--- config.mk ---
export PLATFORM = sky130hd
export DESIGN_NAME = collatz_orbit_length_peak_unit
export DESIGN_NICKNAME = d
export VERILOG_FILES = /design/src/hw/rtl/colpk_pkg.sv /design/src/hw/rtl/colpk_ctrl.sv /design/src/hw/rtl/colpk_dpath.sv /design/src/hw/rtl/collatz_orbit_length_peak_unit.sv
export SDC_FILE = /design/constraint.sdc
export NUM_CORES = 1
export LEC_CHECK = 0
export BUFFER_PORTS_ARGS = -buffer_cell sky130_fd_sc_hd__buf_4
export CAP_MARGIN = 0
export CORE_ASPECT_RATIO = 1.5
export CORE_UTILIZATION = 42
export CTS_BUF_LIST = sky130_fd_sc_hd__clkbuf_2
export DETAILED_ROUTE_END_ITERATION = 8
export PLACE_DENSITY = 0.69
export SYNTH_ARGS = -nofsm -noshare
export SYNTH_HDL_FRONTEND = slang
export SYNTH_SLANG_ARGS = --single-unit
--- constraint.sdc ---
create_clock -name clk -period 7.1 [get_ports clk]
set_input_delay 0.355 -clock clk [delete_from_list [all_inputs] [get_ports clk]]
set_output_delay 0.355 -clock clk [all_outputs]
set_load 0.03 [all_outputs]
--- src/hw/rtl/colpk_pkg.sv ---
`default_nettype none

package colpk_pkg;

	// Orbit arithmetic and field widths
	localparam int VALUE_W    = 64;
	localparam int START_W    = 32;
	localparam int LIMIT_W    = 16;
	localparam int COUNT_W    = 16;
	localparam int STEP_WIDTH = 16;

	// Common width for comparing the register against the counter capacity
	localparam int LIM_EXT_W  = (STEP_WIDTH > LIMIT_W) ? STEP_WIDTH : LIMIT_W;
	localparam int CNT_EXT_W  = (STEP_WIDTH > COUNT_W) ? STEP_WIDTH : COUNT_W;

	// Largest x for which 3x+1 still fits in VALUE_W bits
	localparam logic [VALUE_W-1:0] TRIPLE_MAX = 64'h5555_5555_5555_5554;

	localparam logic [LIMIT_W-1:0] LIMIT_RESET = '1;

	typedef enum logic [1:0] {
		ST_OK       = 2'd0,
		ST_ZERO     = 2'd1,
		ST_OVERFLOW = 2'd2,
		ST_LIMIT    = 2'd3
	} status_t;

	// Controller to datapath
	typedef struct packed {
		logic load;
		logic step;
		logic emit;
	} colpk_cmd_t;

	// Datapath to controller
	typedef struct packed {
		logic terminal;
	} colpk_stat_t;

	// Limit in force: smaller of the register and the counter capacity
	function automatic logic [STEP_WIDTH-1:0] eff_limit(input logic [LIMIT_W-1:0] lim);
		logic [LIM_EXT_W-1:0] lim_ext;
		logic [LIM_EXT_W-1:0] cap_ext;
		logic [LIM_EXT_W-1:0] sel;
		lim_ext = LIM_EXT_W'(lim);
		cap_ext = LIM_EXT_W'({STEP_WIDTH{1'b1}});
		sel = (lim_ext < cap_ext) ? lim_ext : cap_ext;
		return sel[STEP_WIDTH-1:0];
	endfunction

	// Counter value as the reported step count field
	function automatic logic [COUNT_W-1:0] to_count(input logic [STEP_WIDTH-1:0] steps);
		logic [CNT_EXT_W-1:0] ext;
		ext = CNT_EXT_W'(steps);
		return ext[COUNT_W-1:0];
	endfunction

endpackage

`default_nettype wire

--- src/hw/rtl/colpk_ctrl.sv ---
`default_nettype none

module colpk_ctrl
	import colpk_pkg::*;
(
	input  wire logic        clk,
	input  wire logic        arst_n,
	input  wire logic        in_valid,
	output logic             in_stall,
	output logic             out_valid,
	input  wire logic        out_stall,
	input  wire colpk_stat_t stat,
	output colpk_cmd_t       cmd
);

	typedef enum logic [1:0] {
		S_IDLE = 2'b01,
		S_RUN  = 2'b10
	} state_t;

	state_t state_q, state_d;
	logic   out_valid_q;
	logic   slot_free;

	// Output slot can take a result when empty or being drained now
	assign slot_free = !out_valid_q || !out_stall;

	// Next state and commands
	always_comb begin
		state_d  = state_q;
		cmd      = '0;
		unique case (state_q)
			S_IDLE: begin
				if (in_valid) begin
					cmd.load = 1'b1;
					state_d  = S_RUN;
				end
			end
			S_RUN: begin
				if (stat.terminal) begin
					if (slot_free) begin
						cmd.emit = 1'b1;
						state_d  = S_IDLE;
					end
				end else begin
					cmd.step = 1'b1;
				end
			end
			default: state_d = S_IDLE;
		endcase
	end

	always_ff @(posedge clk or negedge arst_n) begin
		if (!arst_n) begin
			state_q     <= S_IDLE;
			out_valid_q <= 1'b0;
		end else begin
			state_q <= state_d;
			if (cmd.emit)
				out_valid_q <= 1'b1;
			else if (!out_stall)
				out_valid_q <= 1'b0;
		end
	end

	assign in_stall  = (state_q != S_IDLE);
	assign out_valid = out_valid_q;

endmodule

`default_nettype wire

--- src/hw/rtl/colpk_dpath.sv ---
`default_nettype none

module colpk_dpath
	import colpk_pkg::*;
(
	input  wire logic                  clk,
	input  wire colpk_cmd_t            cmd,
	input  wire logic [START_W-1:0]    start_value,
	input  wire logic                  last_in_range,
	input  wire logic [STEP_WIDTH-1:0] limit,
	output colpk_stat_t                stat,
	output logic [COUNT_W-1:0]         step_count,
	output logic [VALUE_W-1:0]         peak_value,
	output logic [1:0]                 status,
	output logic                       last_out
);

	logic [VALUE_W-1:0]    x_q, peak_q, triple, x_next;
	logic [STEP_WIDTH-1:0] steps_q;
	logic                  last_q;

	logic [COUNT_W-1:0]    count_out_q;
	logic [VALUE_W-1:0]    peak_out_q;
	status_t               status_out_q;
	logic                  last_out_q;

	logic    is_zero, is_one, lim_hit, ovf, odd;
	status_t fin_status;

	// One map application: 3x+1 as 2x + x + 1, or a halving
	assign odd    = x_q[0];
	assign triple = {x_q[VALUE_W-2:0], 1'b0} + x_q + VALUE_W'(1);
	assign x_next = odd ? triple : {1'b0, x_q[VALUE_W-1:1]};

	// End tests in priority order: zero, reached one, limit, overflow
	assign is_zero = (x_q == '0);
	assign is_one  = (x_q == VALUE_W'(1));
	assign lim_hit = (steps_q >= limit);
	assign ovf     = odd && (x_q > TRIPLE_MAX);

	always_comb begin
		if (is_zero)
			fin_status = ST_ZERO;
		else if (is_one)
			fin_status = ST_OK;
		else if (lim_hit)
			fin_status = ST_LIMIT;
		else
			fin_status = ST_OVERFLOW;
	end

	assign stat.terminal = is_zero || is_one || lim_hit || ovf;

	// Orbit registers; a halving never raises the peak
	always_ff @(posedge clk) begin
		if (cmd.load) begin
			x_q     <= VALUE_W'(start_value);
			peak_q  <= VALUE_W'(start_value);
			steps_q <= '0;
			last_q  <= last_in_range;
		end else if (cmd.step) begin
			x_q     <= x_next;
			steps_q <= steps_q + STEP_WIDTH'(1);
			if (odd && (triple > peak_q))
				peak_q <= triple;
		end
	end

	// Result register
	always_ff @(posedge clk) begin
		if (cmd.emit) begin
			count_out_q  <= to_count(steps_q);
			peak_out_q   <= peak_q;
			status_out_q <= fin_status;
			last_out_q   <= last_q;
		end
	end

	assign step_count = count_out_q;
	assign peak_value = peak_out_q;
	assign status     = status_out_q;
	assign last_out   = last_out_q;

endmodule

`default_nettype wire

--- src/hw/rtl/collatz_orbit_length_peak_unit.sv ---
`default_nettype none

// Channel  Direction  Handshake             Payload
// in       input      in_valid / in_stall   start_value[31:0], last_in_range
// out      output     out_valid / out_stall step_count[15:0], peak_value[63:0],
//                                           status[1:0], last_out
// cfg      input      cfg_valid / cfg_ready cfg_data[15:0] (step_limit)
//
// The orbit register applies one map step per cycle while an orbit runs.
// The input is stalled while an orbit runs; a finished result waits in the
// output register, so the next item is taken while it is still held.
// Reset clears control state; step_limit resets to 65535. No clearing pass.

module collatz_orbit_length_peak_unit
	import colpk_pkg::*;
(
	input  wire logic               clk,
	input  wire logic               arst_n,
	input  wire logic               in_valid,
	output logic                    in_stall,
	input  wire logic [START_W-1:0] start_value,
	input  wire logic               last_in_range,
	output logic                    out_valid,
	input  wire logic               out_stall,
	output logic [COUNT_W-1:0]      step_count,
	output logic [VALUE_W-1:0]      peak_value,
	output logic [1:0]              status,
	output logic                    last_out,
	input  wire logic               cfg_valid,
	output logic                    cfg_ready,
	input  wire logic [LIMIT_W-1:0] cfg_data
);

	logic [LIMIT_W-1:0] step_limit_q;
	colpk_cmd_t         cmd;
	colpk_stat_t        stat;

	// Step limit register, always ready for a write request
	assign cfg_ready = 1'b1;

	always_ff @(posedge clk or negedge arst_n) begin
		if (!arst_n)
			step_limit_q <= LIMIT_RESET;
		else if (cfg_valid && cfg_ready)
			step_limit_q <= cfg_data;
	end

	colpk_ctrl u_ctrl (
		.clk       (clk),
		.arst_n    (arst_n),
		.in_valid  (in_valid),
		.in_stall  (in_stall),
		.out_valid (out_valid),
		.out_stall (out_stall),
		.stat      (stat),
		.cmd       (cmd)
	);

	colpk_dpath u_dpath (
		.clk           (clk),
		.cmd           (cmd),
		.start_value   (start_value),
		.last_in_range (last_in_range),
		.limit         (eff_limit(step_limit_q)),
		.stat          (stat),
		.step_count    (step_count),
		.peak_value    (peak_value),
		.status        (status),
		.last_out      (last_out)
	);

endmodule

`default_nettype wire

==> summary.md, run 1 <==
| Metric | Value |
|---|---|
| Status | complete, no violations |
| Power per Cell Area | between 400 and 500 nW/um^2 |
| Hold depth | 2 |
| CTS Buffer Depth | 3 |
| H-tree level count | 2 |
| Tightest Pin Transition | approximately 1200 ps |
| Part of the power in the clock network | between 10% and 20% |
| Post-CTS setup buffers | 0 |
| Area growth syn-to-layout | 17.74% |
| Total clock sinks | roughly 250 |
| Post-synth net total | between 2000 and 2500 |
| TritonCTS clock tree | built |
| Final worst clock skew | between 80 and 90 ps |
| Overall die width | 163.4 um |
| Relative slew slack | between 20 and 25% |
| R2R Path Start | u_dpath.x_q[0] |
| Largest net degree at the start of global routing | 85 |
| Top Ports | 140 |
| Maximum clock rate | roughly 150 MHz |
| First-pass GRT wire length | around 78000 um |
| Final wirelength | 49150 um |
| # DRC | 0 |
| Die area | between 30000 and 40000 um^2 |
| Dpl hpwl | about 36000 um |
| Max rail drop VDD | about 0.26 mV |
| Synth Warn # | 0 |
| Fin nets | about 2300 |
| Detailed-route via count | approximately 14000 |
| Worst skew pair latency | 980 ps |
| Hold Fails Final Rpt | 0 |
| Post-route cell area | approximately 19000 um^2 |
| DRT Pass-1 Iters | 7 |
| RSZ-0062 raised after global routing | false |
| GRT Residual Overflow | 0 |
| Final min period | roughly 6600 ps |
| EDFF count, synth | around 150 |
| Layout cell share with drive strength beyond 1 | ~14% |
| Req. time, crit path | 7690 ps |
| Core area | ~39000 um^2 |
| Hold path startpoint | last_in_range |
| Post-synth ARST share | roughly 7.7% |
| Slew Viols, Final | 0 |
| Via density | approximately 5.6 |
| Psw | approximately 0.004 W |
| # setup viols final | 0 |
| DR iter-0 viols | 795 |
| Syn Area/Cell | around 9.2 um^2 |
| Max FO, Critical Path | 36 |
| CP startpoint kind | flop |
| Worst Setup SP | u_dpath.x_q[0] |
| Clock buffer count from CTS | 58 |
| Leakage | between 8 and 9 nW |
| Vias in the first global route | about 15000 |
| Switching part of the total | between 40% and 50% |
| Worst Setup End Kind | flop |
| Setup tns final | 0 ps |
| Initial core utilization | between 40% and 50% |
| Site Rows | 88 |
| Die Y | 244.1 um |
| WL/cell | ~19 um |
| Fill cell count | between 3000 and 4000 |
| Tot Pwr | around 0.0083 W |
| Syn Std Cell Area | about 16000 um^2 |
| Cell Int Power | 0.004189 W |
| Cells after Synth | 1788 |
| Max cap viols | 0 |
| Register-to-Register Path Depth | 21 |
| Initial antenna violation count | 3 |
| Arrival @ worst endpoint | between 7000 and 8000 ps |
| Post-synthesis sequential area ratio | 39.87% |
| Top cell type's share of synthesized area | 27.08% |
| Hold WC Path Type | input port to flop |
| Finished Core Util | 50.13% |
| Yosys reg bits | around 250 |
| Cell taking the most area after synthesis | edfxtp_1 |
| Top area cells in the synthesized netlist | edfxtp_1 (27%), ha_1 (16%), dfxtp_1 (9.8%) |
| Root buf cell | clkbuf_2 |
| Primary FF master, synth | edfxtp_1 |
| Most common cell after layout, fill and taps aside | ha_1 |
| Routed Antenna Nets | 0 |
| Combinational share of power | about three fifths |
| Fin crit share | between 90 and 100% |
| IO buf count | approximately 140 |
| Placed Instance Area | between 15000 and 20000 um^2 |
| GRT Total Usage | 25.00% |
| Clock transition at path regs | between 100 and 150 ps |
| Most frequent cells in the layout | ha_1 (210), nand2_1 (201), inv_1 (177) |
| Critical path class | flop to flop |
| Synth unique cells | 73 |
| Reg power frac | around 27% |
| Placer congestion estimate | roughly 0.95 |
kinds of logic after synthesis:
kind of cell	after synthesis	share of synthesized area, %
AO/OA/AOI/OAI	472	17.96
XOR/XNOR	69	3.683
adder cells (fa/ha/maj)	211	16.13
buffers and inverters	252	5.841
flip-flops	247	39.87
multiplexers	46	2.821
other	1	0.02285
AND/OR/NAND/NOR	490	13.67
per-stage QoR:
step,cells,setup WS [ps],hold WS (ps)
5_1_grt,2559,76.04,108.4
4_1_cts,2556,361.6,13.21
3_3_place_gp,2363,482.8,244.2
2_1_floorplan,1788,687.2,59.41
3_5_place_dp,2363,391.8,249.4
6_report,2559,515.7,143.0
worst max-delay path: stages, from the launching register on:
cell      delay, ps
edfxtp_1        450
buf_4           330
ha_1            300
a211oi_1        180
o21bai_1        120
o21ai_0         410
o211ai_1        230
a31oi_1         380
o21ai_0         320
a21oi_1         440
o21ai_0         190
xnor2_1         350
inv_1            90
ha_1            300
nand4_1         120
nor2_1          400
nand4_1         200
a31oi_1         250
a41oi_1         100
a211o_1         560
nand2_1         180
buf_6           340
power groups by stage:
stage               Clock [W]  Combinational (W)  Sequential [W]
floorplan                   0            0.00356         0.00220
global placement            0            0.00482         0.00225
detailed placement          0            0.00494         0.00227
CTS                   0.00104            0.00501         0.00224
global route          0.00110            0.00564         0.00227
finish               0.000996            0.00503         0.00224
final cells by class:
type                            instances  area (um^2)  share of cell area, %
Multi-Input combinational cell       1289         8926                  46.20
Sequential cell                       247         6543                  33.86
Timing Repair Buffer                  236         1983                  10.26
Inverter                              179        673.1                  3.484
Tap cell                              495        619.3                  3.206
Clock buffer                           89        445.4                  2.306
Clock inverter                         21        122.6                 0.6347
Antenna cell                            3        7.507                0.03886
sequential cells by signal, indices dropped and copies added, names as in the netlist, named ones only:
name	cells
step_limit_q	16
u_dpath.status	2
u_dpath.peak_q	64
u_dpath.last_q	1
u_dpath.peak_value	64
u_dpath.last_out	1
u_dpath.x_q	63
u_dpath.step_count	16
u_ctrl.state_q	2
u_ctrl.out_valid	1
u_dpath.steps_q	16
Yosys cell counts (all sizes together), types with 3 or more instances:
cell,count
a211o,3
a211oi,13
a21boi,3
a21o,60
a21oi,126
a221oi,5
a31oi,20
a32o,3
and3,7
and4,6
buf,17
clkbuf,56
dfstp,17
dfxtp,80
edfxtp,148
ha,210
inv,178
mux2i,44
nand2,201
nand2b,7
nand3,66
nand4,44
nor2,84
nor2b,3
nor3,45
nor4,11
o2111ai,3
o211a,5
o211ai,9
o21a,8
o21ai,157
o21bai,14
o221ai,3
o311ai,5
o31ai,17
o41ai,4
or2,4
or3,8
xnor2,39
xor2,30
final timing paths:
| kind | slack, ps | to |
|---|---|---|
| setup / recovery | 520 | u_dpath.peak_q[18] |
| hold / removal | 140 | u_dpath.last_q |
| setup reg to reg | 520 | u_dpath.peak_q[18] |
| hold reg to reg | 440 | u_dpath.peak_value[36] |
| max in group asynchronous | 5900 | u_ctrl.out_valid |
| min in group asynchronous | 650 | u_ctrl.state_q[1] |
metal layers:
| layer | GRT usage [%] | wire [um] | part of all wire [%] |
|---|---|---|---|
| met1 | 26.74 | 18480 | 38 |
| met3 | 3.460 | 1989 | 4.0 |
| met2 | 44.88 | 25380 | 52 |
| met5 | 0 | 0 | 0 |
| met4 | 17.07 | 3296 | 6.7 |
what timing repair did:
action / in CTS / in global routing
resized for setup: 0 / 2
endpoints found under the hold margin: 103 / 0
setup endpoints to repair: 0 / 30
hold buffers: 83 / 0
No activity file was read; power rests on OpenSTA's default activity.
==> run 2: changes to the inputs <==
--- a/config.mk
+++ b/config.mk
@@ -11,6 +11,7 @@
 export CORE_UTILIZATION = 42
 export CTS_BUF_LIST = sky130_fd_sc_hd__clkbuf_2
 export DETAILED_ROUTE_END_ITERATION = 8
+export MAX_ROUTING_LAYER = met4
 export PLACE_DENSITY = 0.69
 export SYNTH_ARGS = -nofsm -noshare
 export SYNTH_HDL_FRONTEND = slang
==> run 2 against run 1 <==
Register-to-register slack better by 390 ps. Global-route usage increased by 0.47 points. Clock power rose by 4%. Clock-buffer cell count unchanged. Power rose by 1.4%. Utilization unchanged. Critical path depth is 1 higher. Wire length decreased by 0.28%. Worst hold slack gained 44 ps. Design area did not move.
==> summary.md, run 2 (synthesized netlist as in run 1, its figures left out) <==
| Metric | Value |
|---|---|
| Total clock sinks | around 250 |
| Max cap viols | 0 |
| Hold endpoint | u_dpath.last_q |
| Site Rows | 88 |
| H-tree level count | 2 |
| Worst skew pair latency | between 900 and 1000 ps |
| Vias in the first global route | ~14000 |
| Hold Fails Final Rpt | 0 |
| Final wirelength | between 40000 and 50000 um |
| GRT Total Usage | ~25% |
| Fin nets | about 2300 |
| Layout cell share with drive strength beyond 1 | 13.96% |
| DR iter-0 viols | roughly 840 |
| Power per Cell Area | around 430 nW/um^2 |
| # DRC | 0 |
| WL/cell | between 15 and 20 um |
| Die area | between 30000 and 40000 um^2 |
| Top Ports | 140 |
| Arrival @ worst endpoint | about 6700 ps |
| Largest net degree at the start of global routing | 85 |
| Worst Setup End Kind | flop |
| Register-to-Register Path Depth | 22 |
| FF-to-FF setup slack | between 900 and 1000 ps |
| Core area | 38540 um^2 |
| Tightest Pin Transition | between 900 and 1000 ps |
| Routed Antenna Nets | 0 |
| Hold path startpoint | last_in_range |
| Slew Viols, Final | 0 |
| Worst setup slack after layout | ~910 ps |
| Relative slew slack | a little under two fifths |
| Via density | about 5.6 |
| Placed insts | about 2400 |
| Worst r2r dst | u_dpath.peak_q[18] |
| TritonCTS clock tree | built |
| Initial core utilization | between 40% and 50% |
| Post-CTS setup buffers | 0 |
| Non-filler instance count after layout | around 2600 |
| Area growth syn-to-layout | 17.74% |
| Die Y | approximately 240 um |
| Setup tns final | 0 ps |
| Placer congestion estimate | approximately 1 |
| # setup viols final | 0 |
| Dpl hpwl | ~36000 um |
| First-pass GRT wire length | slightly below 80000 um |
| Hold WC Path Type | input port to flop |
| RSZ-0062 raised after global routing | false |
| R2R Path Start | u_dpath.x_q[0] |
| Req. time, crit path | approximately 7600 ps |
| Overall die width | roughly 160 um |
| Most frequent cells in the layout | ha_1 (210), nand2_1 (200), inv_1 (177) |
| DRT Pass-1 Iters | 5 |
| CP startpoint kind | flop |
| Place WS | between 900 and 1000 ps |
| Tot Pwr | between 0.008 and 0.009 W |
| Clock transition at path regs | roughly 100 ps |
| Max rail drop VDD | roughly 0.25 mV |
| Final worst clock skew | around 63 ps |
| Detailed-route via count | around 14000 |
| Hold depth | 2 |
| IO buf count | 138 |
| Final min period | between 6000 and 7000 ps |
| CTS Buffer Depth | 3 |
| Leakage | around 8.5 nW |
| Final hold slack | 186.6 ps |
| Root buf cell | clkbuf_2 |
| Worst Setup SP | u_dpath.x_q[0] |
| Initial antenna violation count | 3 |
| Maximum clock rate | between 150 and 200 MHz |
| Clock buffer count from CTS | slightly below 60 |
| Status | complete, no violations |
| Critical path class | flop to flop |
| Max FO, Critical Path | 32 |
| Fin crit share | about 87% |
| Post-CTS sizing | 0 |
| GRT Residual Overflow | 0 |
| Most common cell after layout, fill and taps aside | ha_1 |
-- run 2: layout make-up --
| type | count | area (um^2) |
|---|---|---|
| Clock inverter | 19 | 153.9 |
| Multi-Input combinational cell | 1289 | 8921 |
| Clock buffer | 89 | 445.4 |
| Timing Repair Buffer | 233 | 1957 |
| Tap cell | 495 | 619.3 |
| Fill cell | 3620 | 19220 |
| Antenna cell | 3 | 7.507 |
| Sequential cell | 247 | 6543 |
| Inverter | 179 | 673.1 |
-- run 2: critical path, stage by stage (launching register included) --
cell      delay (ps)
edfxtp_1         410
buf_4            340
clkinv_1         150
ha_1             350
a211oi_1         240
o21bai_1         120
o21ai_0          290
o211ai_1         200
a31oi_1          390
o21ai_0          270
a21oi_1          370
o21ai_0          200
xnor2_1          280
inv_1             80
ha_1             300
nand4_1          100
nor2_1           320
nand3_1          140
nor3_1           260
a21oi_1          130
a211o_1          340
nand2_1           80
buf_4            400
-- run 2: per-stage QoR --
stage          area (um^2)  util [%]
2_1_floorplan        16410         -
3_3_place_gp         17880     46.40
3_5_place_dp         17880     46.40
4_1_cts              19310     50.11
5_1_grt              19320     50.13
6_report             19320     50.13
-- run 2: worst max path at each step --
stage               slack [ps]                  to
global route               490  u_dpath.peak_q[27]
detailed placement         990  u_dpath.peak_q[31]
CTS                        930  u_dpath.peak_q[30]
floorplan                  690    u_dpath.last_out
finish                     910  u_dpath.peak_q[18]
global placement          1040  u_dpath.peak_q[30]
-- run 2: routing by layer --
metal	track usage [%]	up-vias	routed length [um]
li1	-	6877	-
met1	25.86	6746	18180
met2	45.51	416	25670
met3	3.307	185	1927
met4	16.16	0	3240
met5	-	-	0
-- run 2: timing repair --
item	4_1_cts	5_1_grt
endpoints found under the hold margin	116	0
hold buffers	83	0
endpoints found under the setup margin	0	0
-- run 2: power by group --
group	total, W	internal (W)	switching, W
registers	0.00224	0.00202	0.000222
logic	0.00510	0.00178	0.00332
clock network	0.00104	0.000444	0.000592
total	0.00838	0.00425	0.00413
